`src/stp_pkg.sv`:
```
package stp_pkg;

    // Field widths
    localparam int CMD_W     = 3;
    localparam int HANDLE_W  = 3;
    localparam int BASE_W    = 31;
    localparam int TICK_W    = 24;
    localparam int STATUS_W  = 2;
    localparam int SLOT_W    = 3;
    localparam int ELAPSED_W = 32;
    localparam int CLK_W     = 10;
    localparam int MS_W      = 31;

    // Datapath widths: ms*1000 fits 41 bits, the signed total 43 bits
    localparam int PROD_W = 41;
    localparam int TOT_W  = 43;

    // Shared divider geometry
    localparam int DIV_DW = 42;
    localparam int DIV_VW = 31;
    localparam int DIV_CW = 6;
    localparam logic [DIV_CW-1:0] DIV_ITER_TICK = DIV_CW'(TICK_W);
    localparam logic [DIV_CW-1:0] DIV_ITER_FULL = DIV_CW'(DIV_DW);

    // Defaults and constants
    localparam int NUM_SLOTS_DEF = 8;
    localparam logic [CLK_W-1:0] CLK_MHZ_RST = CLK_W'(48);
    localparam logic [PROD_W-1:0] MS_SCALE = PROD_W'(1000);
    localparam logic [MS_W-1:0] MS_MAX = {MS_W{1'b1}};

    // Command codes
    localparam logic [CMD_W-1:0] CMD_TICK   = CMD_W'(0);
    localparam logic [CMD_W-1:0] CMD_OPEN   = CMD_W'(1);
    localparam logic [CMD_W-1:0] CMD_CLOSE  = CMD_W'(2);
    localparam logic [CMD_W-1:0] CMD_GET    = CMD_W'(3);
    localparam logic [CMD_W-1:0] CMD_GETCLR = CMD_W'(4);
    localparam logic [CMD_W-1:0] CMD_CLEAR  = CMD_W'(5);

    // Status codes
    localparam logic [STATUS_W-1:0] ST_OK        = STATUS_W'(0);
    localparam logic [STATUS_W-1:0] ST_NO_SLOT   = STATUS_W'(1);
    localparam logic [STATUS_W-1:0] ST_ZERO_BASE = STATUS_W'(2);

    // Divider request
    typedef struct packed {
        logic              start;
        logic [DIV_CW-1:0] count;
    } div_req_t;

endpackage

```
`src/soft_timer_pool.sv`:
```
// soft_timer_pool: a pool of NUM_SLOTS timers measured against a down-counting
// tick counter sample.
// Input channel (in_valid/in_ready) takes one command item: ms tick, open,
// close, get, get-and-clear or clear. Output channel (out_valid/out_ready)
// gives exactly one result item per command: status, slot_out, elapsed.
// cfg_we/cfg_data write clock_mhz (ticks per microsecond); write only when idle.
// One item at a time; in_ready is low while an item is worked on.
// Work from accept to out_valid, with the output register free:
//   close, bad handle, unknown, open with zero base: finished at accept; clear: via S_FIN
//   open: free-slot scan, one slot per cycle
//   ms tick: read-modify-write per used slot
//   get: runs the bit-serial divider twice
//        (24 steps for ticks/clock_mhz, 42 steps for total/base); the second
//        run is skipped when the total is not positive.
// The result sits in an output register; the next item is accepted while it
// waits. If the receiver stalls with a result still held, the next item
// finishes and is held as a finished result, with in_ready low, until the
// register frees up.
// Reset clears all slot-in-use bits, the pending result and sets clock_mhz
// to 48. Slot storage itself is not cleared.
module soft_timer_pool #(
    parameter int NUM_SLOTS = stp_pkg::NUM_SLOTS_DEF
) (
    input  logic                            clk,
    input  logic                            rst_n,
    input  logic                            cfg_we,
    input  logic [stp_pkg::CLK_W-1:0]       cfg_data,
    input  logic                            in_valid,
    output logic                            in_ready,
    input  logic [stp_pkg::CMD_W-1:0]       command,
    input  logic [stp_pkg::HANDLE_W-1:0]    handle,
    input  logic [stp_pkg::BASE_W-1:0]      base_time_us,
    input  logic [stp_pkg::TICK_W-1:0]      tick_now,
    output logic                            out_valid,
    input  logic                            out_ready,
    output logic [stp_pkg::STATUS_W-1:0]    status,
    output logic [stp_pkg::SLOT_W-1:0]      slot_out,
    output logic [stp_pkg::ELAPSED_W-1:0]   elapsed
);
    import stp_pkg::*;

    localparam int SW = (NUM_SLOTS > 1) ? $clog2(NUM_SLOTS) : 1;
    localparam logic [SW-1:0] LAST_IDX = SW'(NUM_SLOTS - 1);

    typedef enum logic [9:0] {
        S_IDLE    = 10'b0000000001,
        S_TICK_RD = 10'b0000000010,
        S_TICK_WR = 10'b0000000100,
        S_OPEN    = 10'b0000001000,
        S_RD      = 10'b0000010000,
        S_DIFF    = 10'b0000100000,
        S_DIV1    = 10'b0001000000,
        S_CHK     = 10'b0010000000,
        S_DIV2    = 10'b0100000000,
        S_FIN     = 10'b1000000000
    } state_t;

    // S_DONE folded as a flag: result ready to move to the output register
    state_t state_reg, state_next;
    logic   done_reg, done_next;

    logic [NUM_SLOTS-1:0] used_reg, used_next;
    logic [CLK_W-1:0]     clk_mhz_reg;
    logic                 out_valid_reg, out_valid_next;

    logic [CMD_W-1:0]     cmd_reg, cmd_next;
    logic [SW-1:0]        hidx_reg, hidx_next;
    logic [BASE_W-1:0]    base_in_reg, base_in_next;
    logic [TICK_W-1:0]    now_reg, now_next;
    logic [SW-1:0]        idx_reg, idx_next;
    logic                 neg_reg, neg_next;
    logic [PROD_W-1:0]    prod_reg, prod_next;
    logic [TOT_W-1:0]     total_reg, total_next;
    logic [STATUS_W-1:0]  res_status_reg, res_status_next;
    logic [SLOT_W-1:0]    res_slot_reg, res_slot_next;
    logic [ELAPSED_W-1:0] res_elapsed_reg, res_elapsed_next;
    logic [STATUS_W-1:0]  out_status_reg, out_status_next;
    logic [SLOT_W-1:0]    out_slot_reg, out_slot_next;
    logic [ELAPSED_W-1:0] out_elapsed_reg, out_elapsed_next;

    // Slot storage, single address per cycle
    logic [BASE_W-1:0] base_mem [NUM_SLOTS];
    logic [MS_W-1:0]   ms_mem   [NUM_SLOTS];
    logic [TICK_W-1:0] last_mem [NUM_SLOTS];
    logic [BASE_W-1:0] base_rd_reg;
    logic [MS_W-1:0]   ms_rd_reg;
    logic [TICK_W-1:0] last_rd_reg;
    logic [SW-1:0]     mem_addr;
    logic              rd_en, we_base, we_ms, we_last;
    logic [BASE_W-1:0] wd_base;
    logic [MS_W-1:0]   wd_ms;
    logic [TICK_W-1:0] wd_last;

    // Divider hookup
    div_req_t          div_req;
    logic [DIV_DW-1:0] div_dividend;
    logic [DIV_VW-1:0] div_divisor;
    logic              div_done;
    logic [DIV_DW-1:0] div_quo;

    // Datapath helpers
    logic              accept;
    logic              hvalid;
    logic [CLK_W-1:0]  clk_eff;
    logic [TICK_W:0]   diff;
    logic [TICK_W:0]   diff_neg;
    logic [TICK_W-1:0] mag;
    logic [TOT_W-1:0]  q1_ext;
    logic [TOT_W-1:0]  q1_signed;
    logic              total_pos;

    stp_div u_div (
        .clk      (clk),
        .rst_n    (rst_n),
        .req      (div_req),
        .dividend (div_dividend),
        .divisor  (div_divisor),
        .done     (div_done),
        .quotient (div_quo)
    );

    assign in_ready = (state_reg == S_IDLE) && !done_reg;
    assign accept   = in_valid && in_ready;
    assign hvalid   = {{(32-HANDLE_W){1'b0}}, handle} < 32'(NUM_SLOTS);

    assign clk_eff   = (clk_mhz_reg == '0) ? CLK_W'(1) : clk_mhz_reg;
    assign diff      = {1'b0, last_rd_reg} - {1'b0, now_reg};
    assign diff_neg  = '0 - diff;
    assign mag       = diff[TICK_W] ? diff_neg[TICK_W-1:0] : diff[TICK_W-1:0];
    assign q1_ext    = {{(TOT_W-TICK_W){1'b0}}, div_quo[TICK_W-1:0]};
    assign q1_signed = neg_reg ? ('0 - q1_ext) : q1_ext;
    assign total_pos = !total_reg[TOT_W-1] && (total_reg != '0);

    // Sequencer
    always_comb
    begin
        state_next       = state_reg;
        done_next        = done_reg;
        used_next        = used_reg;
        out_valid_next   = out_valid_reg;
        cmd_next         = cmd_reg;
        hidx_next        = hidx_reg;
        base_in_next     = base_in_reg;
        now_next         = now_reg;
        idx_next         = idx_reg;
        neg_next         = neg_reg;
        prod_next        = prod_reg;
        total_next       = total_reg;
        res_status_next  = res_status_reg;
        res_slot_next    = res_slot_reg;
        res_elapsed_next = res_elapsed_reg;
        out_status_next  = out_status_reg;
        out_slot_next    = out_slot_reg;
        out_elapsed_next = out_elapsed_reg;

        mem_addr = hidx_reg;
        rd_en    = 1'b0;
        we_base  = 1'b0;
        we_ms    = 1'b0;
        we_last  = 1'b0;
        wd_base  = base_in_reg;
        wd_ms    = '0;
        wd_last  = now_reg;

        div_req.start = 1'b0;
        div_req.count = DIV_ITER_FULL;
        div_dividend  = total_reg[DIV_DW-1:0];
        div_divisor   = base_rd_reg;

        if (out_valid_reg && out_ready)
        begin
            out_valid_next = 1'b0;
        end

        unique case (state_reg)
            S_IDLE:
            begin
                if (accept)
                begin
                    cmd_next         = command;
                    hidx_next        = SW'(handle);
                    base_in_next     = base_time_us;
                    now_next         = tick_now;
                    idx_next         = '0;
                    res_status_next  = ST_OK;
                    res_slot_next    = '0;
                    res_elapsed_next = '0;
                    done_next        = 1'b1;
                    unique case (command)
                        CMD_TICK:
                        begin
                            done_next  = 1'b0;
                            state_next = S_TICK_RD;
                        end
                        CMD_OPEN:
                        begin
                            if (base_time_us == '0)
                            begin
                                res_status_next = ST_ZERO_BASE;
                            end
                            else
                            begin
                                done_next  = 1'b0;
                                state_next = S_OPEN;
                            end
                        end
                        CMD_CLOSE:
                        begin
                            if (hvalid)
                            begin
                                used_next[SW'(handle)] = 1'b0;
                            end
                        end
                        CMD_GET, CMD_GETCLR:
                        begin
                            if (hvalid)
                            begin
                                done_next  = 1'b0;
                                state_next = S_RD;
                            end
                        end
                        CMD_CLEAR:
                        begin
                            if (hvalid)
                            begin
                                done_next  = 1'b0;
                                state_next = S_FIN;
                            end
                        end
                        default:
                        begin
                            done_next = 1'b1;
                        end
                    endcase
                end
            end

            // ms tick: read count of each used slot, then write it back + 1, saturating at MS_MAX
            S_TICK_RD:
            begin
                mem_addr = idx_reg;
                if (used_reg[idx_reg])
                begin
                    rd_en      = 1'b1;
                    state_next = S_TICK_WR;
                end
                else if (idx_reg == LAST_IDX)
                begin
                    done_next  = 1'b1;
                    state_next = S_IDLE;
                end
                else
                begin
                    idx_next = idx_reg + SW'(1);
                end
            end

            S_TICK_WR:
            begin
                mem_addr = idx_reg;
                if (ms_rd_reg != MS_MAX)
                begin
                    we_ms = 1'b1;
                    wd_ms = ms_rd_reg + MS_W'(1);
                end
                if (idx_reg == LAST_IDX)
                begin
                    done_next  = 1'b1;
                    state_next = S_IDLE;
                end
                else
                begin
                    idx_next   = idx_reg + SW'(1);
                    state_next = S_TICK_RD;
                end
            end

            // open: scan for the lowest free slot
            S_OPEN:
            begin
                mem_addr = idx_reg;
                if (!used_reg[idx_reg])
                begin
                    used_next[idx_reg] = 1'b1;
                    we_base       = 1'b1;
                    we_ms         = 1'b1;
                    we_last       = 1'b1;
                    res_slot_next = SLOT_W'(idx_reg);
                    done_next     = 1'b1;
                    state_next    = S_IDLE;
                end
                else if (idx_reg == LAST_IDX)
                begin
                    res_status_next = ST_NO_SLOT;
                    done_next       = 1'b1;
                    state_next      = S_IDLE;
                end
                else
                begin
                    idx_next = idx_reg + SW'(1);
                end
            end

            S_RD:
            begin
                rd_en      = 1'b1;
                state_next = S_DIFF;
            end

            // ticks since last sample / clock_mhz, and ms*1000
            S_DIFF:
            begin
                div_req.start = 1'b1;
                div_req.count = DIV_ITER_TICK;
                div_dividend  = {mag, {(DIV_DW-TICK_W){1'b0}}};
                div_divisor   = {{(DIV_VW-CLK_W){1'b0}}, clk_eff};
                neg_next      = diff[TICK_W];
                prod_next     = PROD_W'(ms_rd_reg) * MS_SCALE;
                state_next    = S_DIV1;
            end

            S_DIV1:
            begin
                if (div_done)
                begin
                    total_next = {{(TOT_W-PROD_W){1'b0}}, prod_reg} + q1_signed;
                    state_next = S_CHK;
                end
            end

            S_CHK:
            begin
                if ((base_rd_reg == '0) || !total_pos)
                begin
                    res_elapsed_next = '0;
                    state_next       = S_FIN;
                end
                else
                begin
                    div_req.start = 1'b1;
                    state_next    = S_DIV2;
                end
            end

            S_DIV2:
            begin
                if (div_done)
                begin
                    res_elapsed_next = (|div_quo[DIV_DW-1:ELAPSED_W]) ?
                                       '1 : div_quo[ELAPSED_W-1:0];
                    state_next       = S_FIN;
                end
            end

            // finish; restart measurement for get-and-clear and clear
            S_FIN:
            begin
                if ((cmd_reg == CMD_GETCLR) || (cmd_reg == CMD_CLEAR))
                begin
                    we_ms   = 1'b1;
                    we_last = 1'b1;
                end
                done_next  = 1'b1;
                state_next = S_IDLE;
            end

            default:
            begin
                state_next = S_IDLE;
            end
        endcase

        // hand the finished result to the output register
        if (done_reg && (!out_valid_reg || out_ready))
        begin
            out_valid_next   = 1'b1;
            out_status_next  = res_status_reg;
            out_slot_next    = res_slot_reg;
            out_elapsed_next = res_elapsed_reg;
            done_next        = 1'b0;
        end
    end

    // Control state
    always_ff @(posedge clk or negedge rst_n)
    begin
        if (!rst_n)
        begin
            state_reg     <= S_IDLE;
            done_reg      <= 1'b0;
            used_reg      <= '0;
            out_valid_reg <= 1'b0;
            clk_mhz_reg   <= CLK_MHZ_RST;
        end
        else
        begin
            state_reg     <= state_next;
            done_reg      <= done_next;
            used_reg      <= used_next;
            out_valid_reg <= out_valid_next;
            if (cfg_we)
            begin
                clk_mhz_reg <= cfg_data;
            end
        end
    end

    // Payload
    always_ff @(posedge clk)
    begin
        cmd_reg         <= cmd_next;
        hidx_reg        <= hidx_next;
        base_in_reg     <= base_in_next;
        now_reg         <= now_next;
        idx_reg         <= idx_next;
        neg_reg         <= neg_next;
        prod_reg        <= prod_next;
        total_reg       <= total_next;
        res_status_reg  <= res_status_next;
        res_slot_reg    <= res_slot_next;
        res_elapsed_reg <= res_elapsed_next;
        out_status_reg  <= out_status_next;
        out_slot_reg    <= out_slot_next;
        out_elapsed_reg <= out_elapsed_next;
    end

    // Slot memories
    always_ff @(posedge clk)
    begin
        if (we_base)
        begin
            base_mem[mem_addr] <= wd_base;
        end
        if (we_ms)
        begin
            ms_mem[mem_addr] <= wd_ms;
        end
        if (we_last)
        begin
            last_mem[mem_addr] <= wd_last;
        end
        if (rd_en)
        begin
            base_rd_reg <= base_mem[mem_addr];
            ms_rd_reg   <= ms_mem[mem_addr];
            last_rd_reg <= last_mem[mem_addr];
        end
    end

    assign out_valid = out_valid_reg;
    assign status    = out_status_reg;
    assign slot_out  = out_slot_reg;
    assign elapsed   = out_elapsed_reg;

endmodule

```
`src/stp_div.sv`:
```
module stp_div (
    input  logic                        clk,
    input  logic                        rst_n,
    input  stp_pkg::div_req_t           req,
    input  logic [stp_pkg::DIV_DW-1:0]  dividend,
    input  logic [stp_pkg::DIV_VW-1:0]  divisor,
    output logic                        done,
    output logic [stp_pkg::DIV_DW-1:0]  quotient
);
    import stp_pkg::*;

    logic              busy_reg, busy_next;
    logic              done_reg, done_next;
    logic [DIV_CW-1:0] cnt_reg, cnt_next;
    logic [DIV_VW-1:0] rem_reg, rem_next;
    logic [DIV_DW-1:0] quo_reg, quo_next;
    logic [DIV_VW-1:0] dvs_reg, dvs_next;

    logic [DIV_VW:0]   shifted;
    logic [DIV_VW+1:0] sub;
    logic              ge;

    // One restoring step per cycle; dividend enters left-aligned
    always_comb
    begin
        shifted   = {rem_reg, quo_reg[DIV_DW-1]};
        sub       = {1'b0, shifted} - {2'b00, dvs_reg};
        ge        = ~sub[DIV_VW+1];
        busy_next = busy_reg;
        done_next = 1'b0;
        cnt_next  = cnt_reg;
        rem_next  = rem_reg;
        quo_next  = quo_reg;
        dvs_next  = dvs_reg;
        if (req.start)
        begin
            busy_next = 1'b1;
            cnt_next  = req.count;
            rem_next  = '0;
            quo_next  = dividend;
            dvs_next  = divisor;
        end
        else if (busy_reg)
        begin
            rem_next = ge ? sub[DIV_VW-1:0] : shifted[DIV_VW-1:0];
            quo_next = {quo_reg[DIV_DW-2:0], ge};
            cnt_next = cnt_reg - DIV_CW'(1);
            if (cnt_reg == DIV_CW'(1))
            begin
                busy_next = 1'b0;
                done_next = 1'b1;
            end
        end
    end

    // Control
    always_ff @(posedge clk or negedge rst_n)
    begin
        if (!rst_n)
        begin
            busy_reg <= 1'b0;
            done_reg <= 1'b0;
            cnt_reg  <= '0;
        end
        else
        begin
            busy_reg <= busy_next;
            done_reg <= done_next;
            cnt_reg  <= cnt_next;
        end
    end

    // Datapath
    always_ff @(posedge clk)
    begin
        rem_reg <= rem_next;
        quo_reg <= quo_next;
        dvs_reg <= dvs_next;
    end

    assign done     = done_reg;
    assign quotient = quo_reg;

endmodule

```
`config.mk`:
```
export PLATFORM = sky130hd
export DESIGN_NAME = soft_timer_pool
export DESIGN_NICKNAME = d
export VERILOG_FILES = /design/src/stp_pkg.sv /design/src/soft_timer_pool.sv /design/src/stp_div.sv
export SDC_FILE = /design/constraint.sdc
export NUM_CORES = 2
export LEC_CHECK = 0
export ABC_AREA = 0
export BUFFER_PORTS_ARGS = -buffer_cell sky130_fd_sc_hd__buf_2
export CORE_MARGIN = 3
export CORE_UTILIZATION = 63
export DETAILED_ROUTE_END_ITERATION = 10
export PLACE_DENSITY = 0.8
export SLEW_MARGIN = 25
export SYNTH_ARGS = -nofsm -noshare
export SYNTH_HDL_FRONTEND = slang
export SYNTH_HIERARCHICAL = 1
export SYNTH_SLANG_ARGS = --single-unit
```
`constraint.sdc`:
```
create_clock -name clk -period 6.4 [get_ports clk]
set_input_delay 1.28 -clock clk [delete_from_list [all_inputs] [get_ports clk]]
set_output_delay 1.28 -clock clk [all_outputs]
set_load 0.005 [all_outputs]
```
Yosys cells after proc, flatten, opt, wreduce, memory -nomap -nowiden:

Memories as Yosys holds them, arrays and structs flattened. A register that Yosys moved wholly into a read port is not among the register bits.
Cells that the tools add are included.

* $mul: 1
* reductions and logical operators: 38
* bitwise logic cells: 4
* muxes and demuxes: 85
* equality and inequality tests: 33
* $lt $le $gt $ge: 4
* add/sub/neg operators: 8

Operator list (count)
* $mux 32: 4
* $mux 42: 3
* $mux 10: 10
* $pmux 32 s3: 1
* $mux 31: 3
* $pmux 10 s9: 1
* $logic_not 31->1: 2
* $add 41x43->43: 1
* $mux 43: 1
* $reduce_bool 43->1: 1
* $pmux 10 s4: 1
* $mul 31x7->38 const B: 1
* $sub 32x31->33: 1
* $add 31x1->31 const B: 1
* $ne 31x31->1 const B: 1
* $mux 1: 29
* $sub 1x24->25 const A: 1
* $sub 24x24->25: 1
* $mux 24: 1
* $mux 8: 3
* $sub 1x24->24 const A: 1
* $mux 3: 6
* $mux 6: 3
* $pmux 8 s2: 1
* 53 further kinds: 95

* word-level logic and storage cells: 202
* memories kept: 3
* memory bits (writable): 688
* flip-flop bits (word level): 362
* input port bits: 76
* output and inout bits: 39

Memories
* base_mem: words 8, width 31, rd ports 1, clocked after memory_dff 1, wr ports 1, RTL line soft_timer_pool.sv:82 `logic [BASE_W-1:0] base_mem [NUM_SLOTS];`
* ms_mem: words 8, width 31, rd ports 1, clocked after memory_dff 1, wr ports 1, RTL line soft_timer_pool.sv:83 `logic [MS_W-1:0] ms_mem [NUM_SLOTS];`
* last_mem: words 8, width 24, rd ports 1, clocked after memory_dff 1, wr ports 1, RTL line soft_timer_pool.sv:84 `logic [TICK_W-1:0] last_mem [NUM_SLOTS];`

Depth between registers and ports, before layout:

* depth after elaboration: 9
* mapped depth: 20
* gate-level depth less buffers: 20

By module:

Netlist, hierarchy kept.

By module, submodules not included
* soft_timer_pool: times used 1, seq. area each 30573.1 sq um, cells an instance 3299, area an instance 46445.8 sq um
* stp_div: times used 1, seq. area each 3012.9 sq um, cells an instance 571, area an instance 6140.9 sq um

Worst setup path after synthesis:

No wires, ideal clock.

* path kind: register -> register
* start: reg u_div.quo_reg[4], in the netlist u_div/quotient[4]
* end: reg total_reg[39], data pin
* cell stages (with the launch flop): 21
* data required time: 6.242 ns
* period minus slack after synthesis: 5.295 ns
* buffers on the path: 0
* slack: 1.105 ns
* data arrival time: 5.137 ns
* setup time: 0.158 ns
* cell sequence: edfxtp_1 -> nor3_1 -> nand2_1 -> or3_1 -> or3_1 -> or3_1 -> or4_1 -> or2_2 -> o31ai_1 -> xnor2_1 -> ha_1 -> a21o_1 -> a21o_1 -> a21oi_1 -> and2b_2 -> a2111oi_4 -> o21ai_2 -> a41o_1 -> o41ai_4 -> or4b_1 -> o211ai_1

* word-level cells in the longest chain between the ends: 3

RTL lines
* start, declared: RTL line stp_div.sv:16 `logic [DIV_DW-1:0] quo_reg, quo_next;`
* start signal, assigned: RTL line stp_div.sv:77 `quo_reg <= quo_next;`
* $sub 1x24->25: RTL line soft_timer_pool.sv:131 `assign q1_signed = neg_reg ? ('0 - q1_ext) : q1_ext;`
* $mux 43 (*): RTL line soft_timer_pool.sv:131
* $add 41x43->43 (*): RTL line soft_timer_pool.sv:326 `total_next = {{(TOT_W-PROD_W){1'b0}}, prod_reg} + q1_signed;`
* end signal, assigned: RTL line soft_timer_pool.sv:418 `total_reg <= total_next;`
* end, declared: RTL line soft_timer_pool.sv:73 `logic [TOT_W-1:0] total_reg, total_next;`

Mark *: on every way between the ends. The rest lies on a longest branch, timed or not.
A chain may end at the register's enable or synchronous reset.

Worst setup path in the final report:

Ends and elaborated chain as after synthesis.

==> impl_metrics.tcl <==
set metrics [dict create \
    status "completed" \
    synth_top_area_cell "edfxtp_1" \
    antenna_found_initial 13 \
    slew_headroom_pct 29.7 \
    avgSynthCellArea_um2 13.6 \
    postRouteAntennaNets 0 \
    die_y_um 295 \
    rows 105 \
    tightest_slew_ns 1.05 \
    dpl_worst_slack_ns 0.616 \
    maxCapViolations 0 \
    tns_ns 0 \
    fmax_mhz 172 \
    cts_hold_buf 0 \
    worst-setup-path-type "register to register" \
    dp.cells 4978 \
    r2r-start "u_div/quotient[4]" \
    leakagePower_uw 0.0207 \
    htree_num_levels 3 \
    ys_seq_area_share_pct 63.9 \
    finalPower_uw 21000 \
    hold_depth 0 \
    pin_count 115 \
    gr-total-overflow 0 \
    timing.rr.end "total_reg[39]" \
    netlist.area_leader.share_pct 60.9 \
    timing.final.ws_setup_ns 0.601 \
    cts_made_buffers 109 \
    cts-root-buf "clkbuf_16" \
    insertion_delay_ns 0.71 \
    coreArea_mm2 0.0824 \
    critPathLaunch "u_div/quotient[4]" \
    yosys.cell_types.count 101 \
    critPathCaptureType "register" \
    grt_max_degree 102 \
    synthFlopType "edfxtp_1" \
    nNetsFinal 4395 \
    post-route-drc-count 0 \
    area_delta_synth_final_pct 11.3 \
    r2r_slack_ns 0.60 \
    synth-warning-count 6 \
    cts_setup_buffers 0 \
    syn_inst 3870 \
    vias 33097 \
    dieArea_mm2 0.0870 \
    fin_crit_sh_pct 90.6 \
    clk_path_buf_depth 3 \
    wl_per_cell_um 23.5 \
    rsz0062_at_grt "no" \
    synth_edf_count 1066 \
    hold_slack_ns 0.417 \
    hold_end "elapsed[0]" \
    grt_usage_pct 28.3 \
    ys_ff_latch 1135 \
    cp_max_fo 5 \
    cts_resized 0 \
    slew_violations 0 \
    async_reset_ff_share_pct 3.35 \
    grt_pass1_wl_um 188000 \
    fill_cells 5173 \
    finalHoldViolations 0 \
    cp.required_ns 6.93 \
    stdcell_count 5186 \
    final.min_clock_period_ns 5.80 \
    cp_data_arrival_time_ns 6.33 \
    clkTransAtPathRegs_ns 0.06 \
    grt_pass1_vias 32841 \
    drt_iter0_drc 3746 \
    r2r_cells 20 \
    min_from "res_elapsed_reg[0]" \
    reg.largest.list "base_mem (248), ms_mem (248), last_mem (192)" \
    gp_congestion 0.903 \
    cts.sinks 1135 \
    min_path_type "register to register" \
    portBuffers 114 \
    syn_area_mm2 0.0526 \
    p_per_area_mw_per_mm2 359 \
    dp_hpwl_um 79200 \
    fp.dieW_um 295 \
    wl_um 122000 \
    firstDrtPassIters 6 \
    drive_gt1_share_pct 11.5 \
    vias_per_cell 6.38 \
    ir_worst_vdd_uv 293 \
    synth_area_leaders "edfxtp_1 61%, fa_1 4.5%, ha_1 4.3%" \
    start_kind "register" \
    initial_core_util_pct 63.8 \
    cts_tree "yes" \
    worst_clock_skew_ns 0.0606 \
    setup_viol 0 \
]
critical path, cell delays in order (launching register included):
cell	delay [ns]
edfxtp_1	0.47
nor3_1	0.22
nand2_1	0.10
or3_1	0.34
or3_1	0.37
or3_1	0.37
or4_1	0.44
or2_2	0.32
o31ai_1	0.25
xnor2_1	0.11
ha_1	0.22
a21o_1	0.19
a21o_1	0.17
a21oi_1	0.13
and2b_2	0.25
a2111oi_4	0.41
o21ai_2	0.14
a41o_1	0.29
o41ai_4	0.31
or4b_1	0.47
o211ai_1	0.11
cells in the mapped netlist (all sizes together) (32+ instances only):
master  number
a211oi      32
a21o        59
a21oi      152
a22oi      280
and2        58
clkbuf     129
dfrtp       35
edfxtp    1066
fa         117
ha         182
inv        258
mux2        54
nand2      227
nand2b      34
nand3       61
nand4       77
nor2       278
nor3        43
nor4        35
o21ai      126
xnor2      125
xor2        50
power breakdown:
| group | internal, uW | leakage, uW | switching [uW] |
|---|---|---|---|
| registers | 8950 | 0.00998 | 390 |
| logic | 1950 | 0.00890 | 3250 |
| clock network | 3680 | 0.00177 | 2810 |
logic make-up (layout without fill, tap and decap cells):
logic type	Yosys count	count (layout)	share of synthesized area, %
flops	1135	1135	63.9
simple gates	916	916	8.43
compound gates	863	863	11.4
buf+inv	399	641	2.92
fa+ha+maj	299	299	8.78
xor+xnor	175	175	2.91
mux	81	81	1.67
other cells	2	6	0.0143
through the flow:
stage	util (%)	cell area, um^2
after CTS	71.0	58500
after global routing	71.1	58500
after detailed placement	66.6	54900
after global placement	66.3	54600
after floorplan	-	52600
final	71.1	58600
placed cells by master, fill, tap and decap left out, drive strengths merged, types with 8 or more instances in the layout:
master and instances:
edfxtp 1066, nor2 278, a21o 59, o211ai 14, xor2 50, a31oi 30
nand2b 34, o31ai 19, nor4 35, and3 21, xnor2 125, a221oi 31
inv 259, nor2b 16, ha 182, nand2 227, mux2i 27, clkbuf 124
clkinv 63, a22oi 280, nand4 77, or2 11, mux2 54, dfxtp 31
nand3b 8, bufinv 13, and2 58, o21bai 18, fa 117, buf 178
a22o 8, nor3 43, nand3 61, o21ai 126, or3 12, a21oi 152
o21a 23, dfrtp 35, a211oi 32
worst max-delay path by stage:
stage,endpoint,slack [ns],cells past startpoint
6_report,total_reg[39],0.60,20
5_1_grt,total_reg[42],0.31,20
4_1_cts,prod_reg[39],0.60,16
3_5_place_dp,prod_reg[39],0.62,16
3_3_place_gp,total_reg[39],0.70,20
2_1_floorplan,total_reg[39],1.11,20
routing by layer:
metal / wire length (um) / vias to the layer above / track usage [%]
met5: 55 / - / 0
met4: 3410 / 8 / 9.26
met3: 13700 / 266 / 6.53
met2: 55900 / 1792 / 43.9
met1: 48800 / 16135 / 40.1
li1: - / 14896 / -
area by class of cell:
cell class | instances | area [um^2] | area share (%)
antenna | 3 | 7.51 | 0.0128
clock buffer | 124 | 2780 | 4.75
clock inverter | 80 | 868 | 1.48
inverter | 259 | 972 | 1.66
multi-input combinational | 2337 | 17700 | 30.3
sequential | 1135 | 33600 | 57.4
tap | 1070 | 1340 | 2.29
timing repair buffer | 178 | 1260 | 2.15
Note: power is estimated with default switching activity, not from simulation.
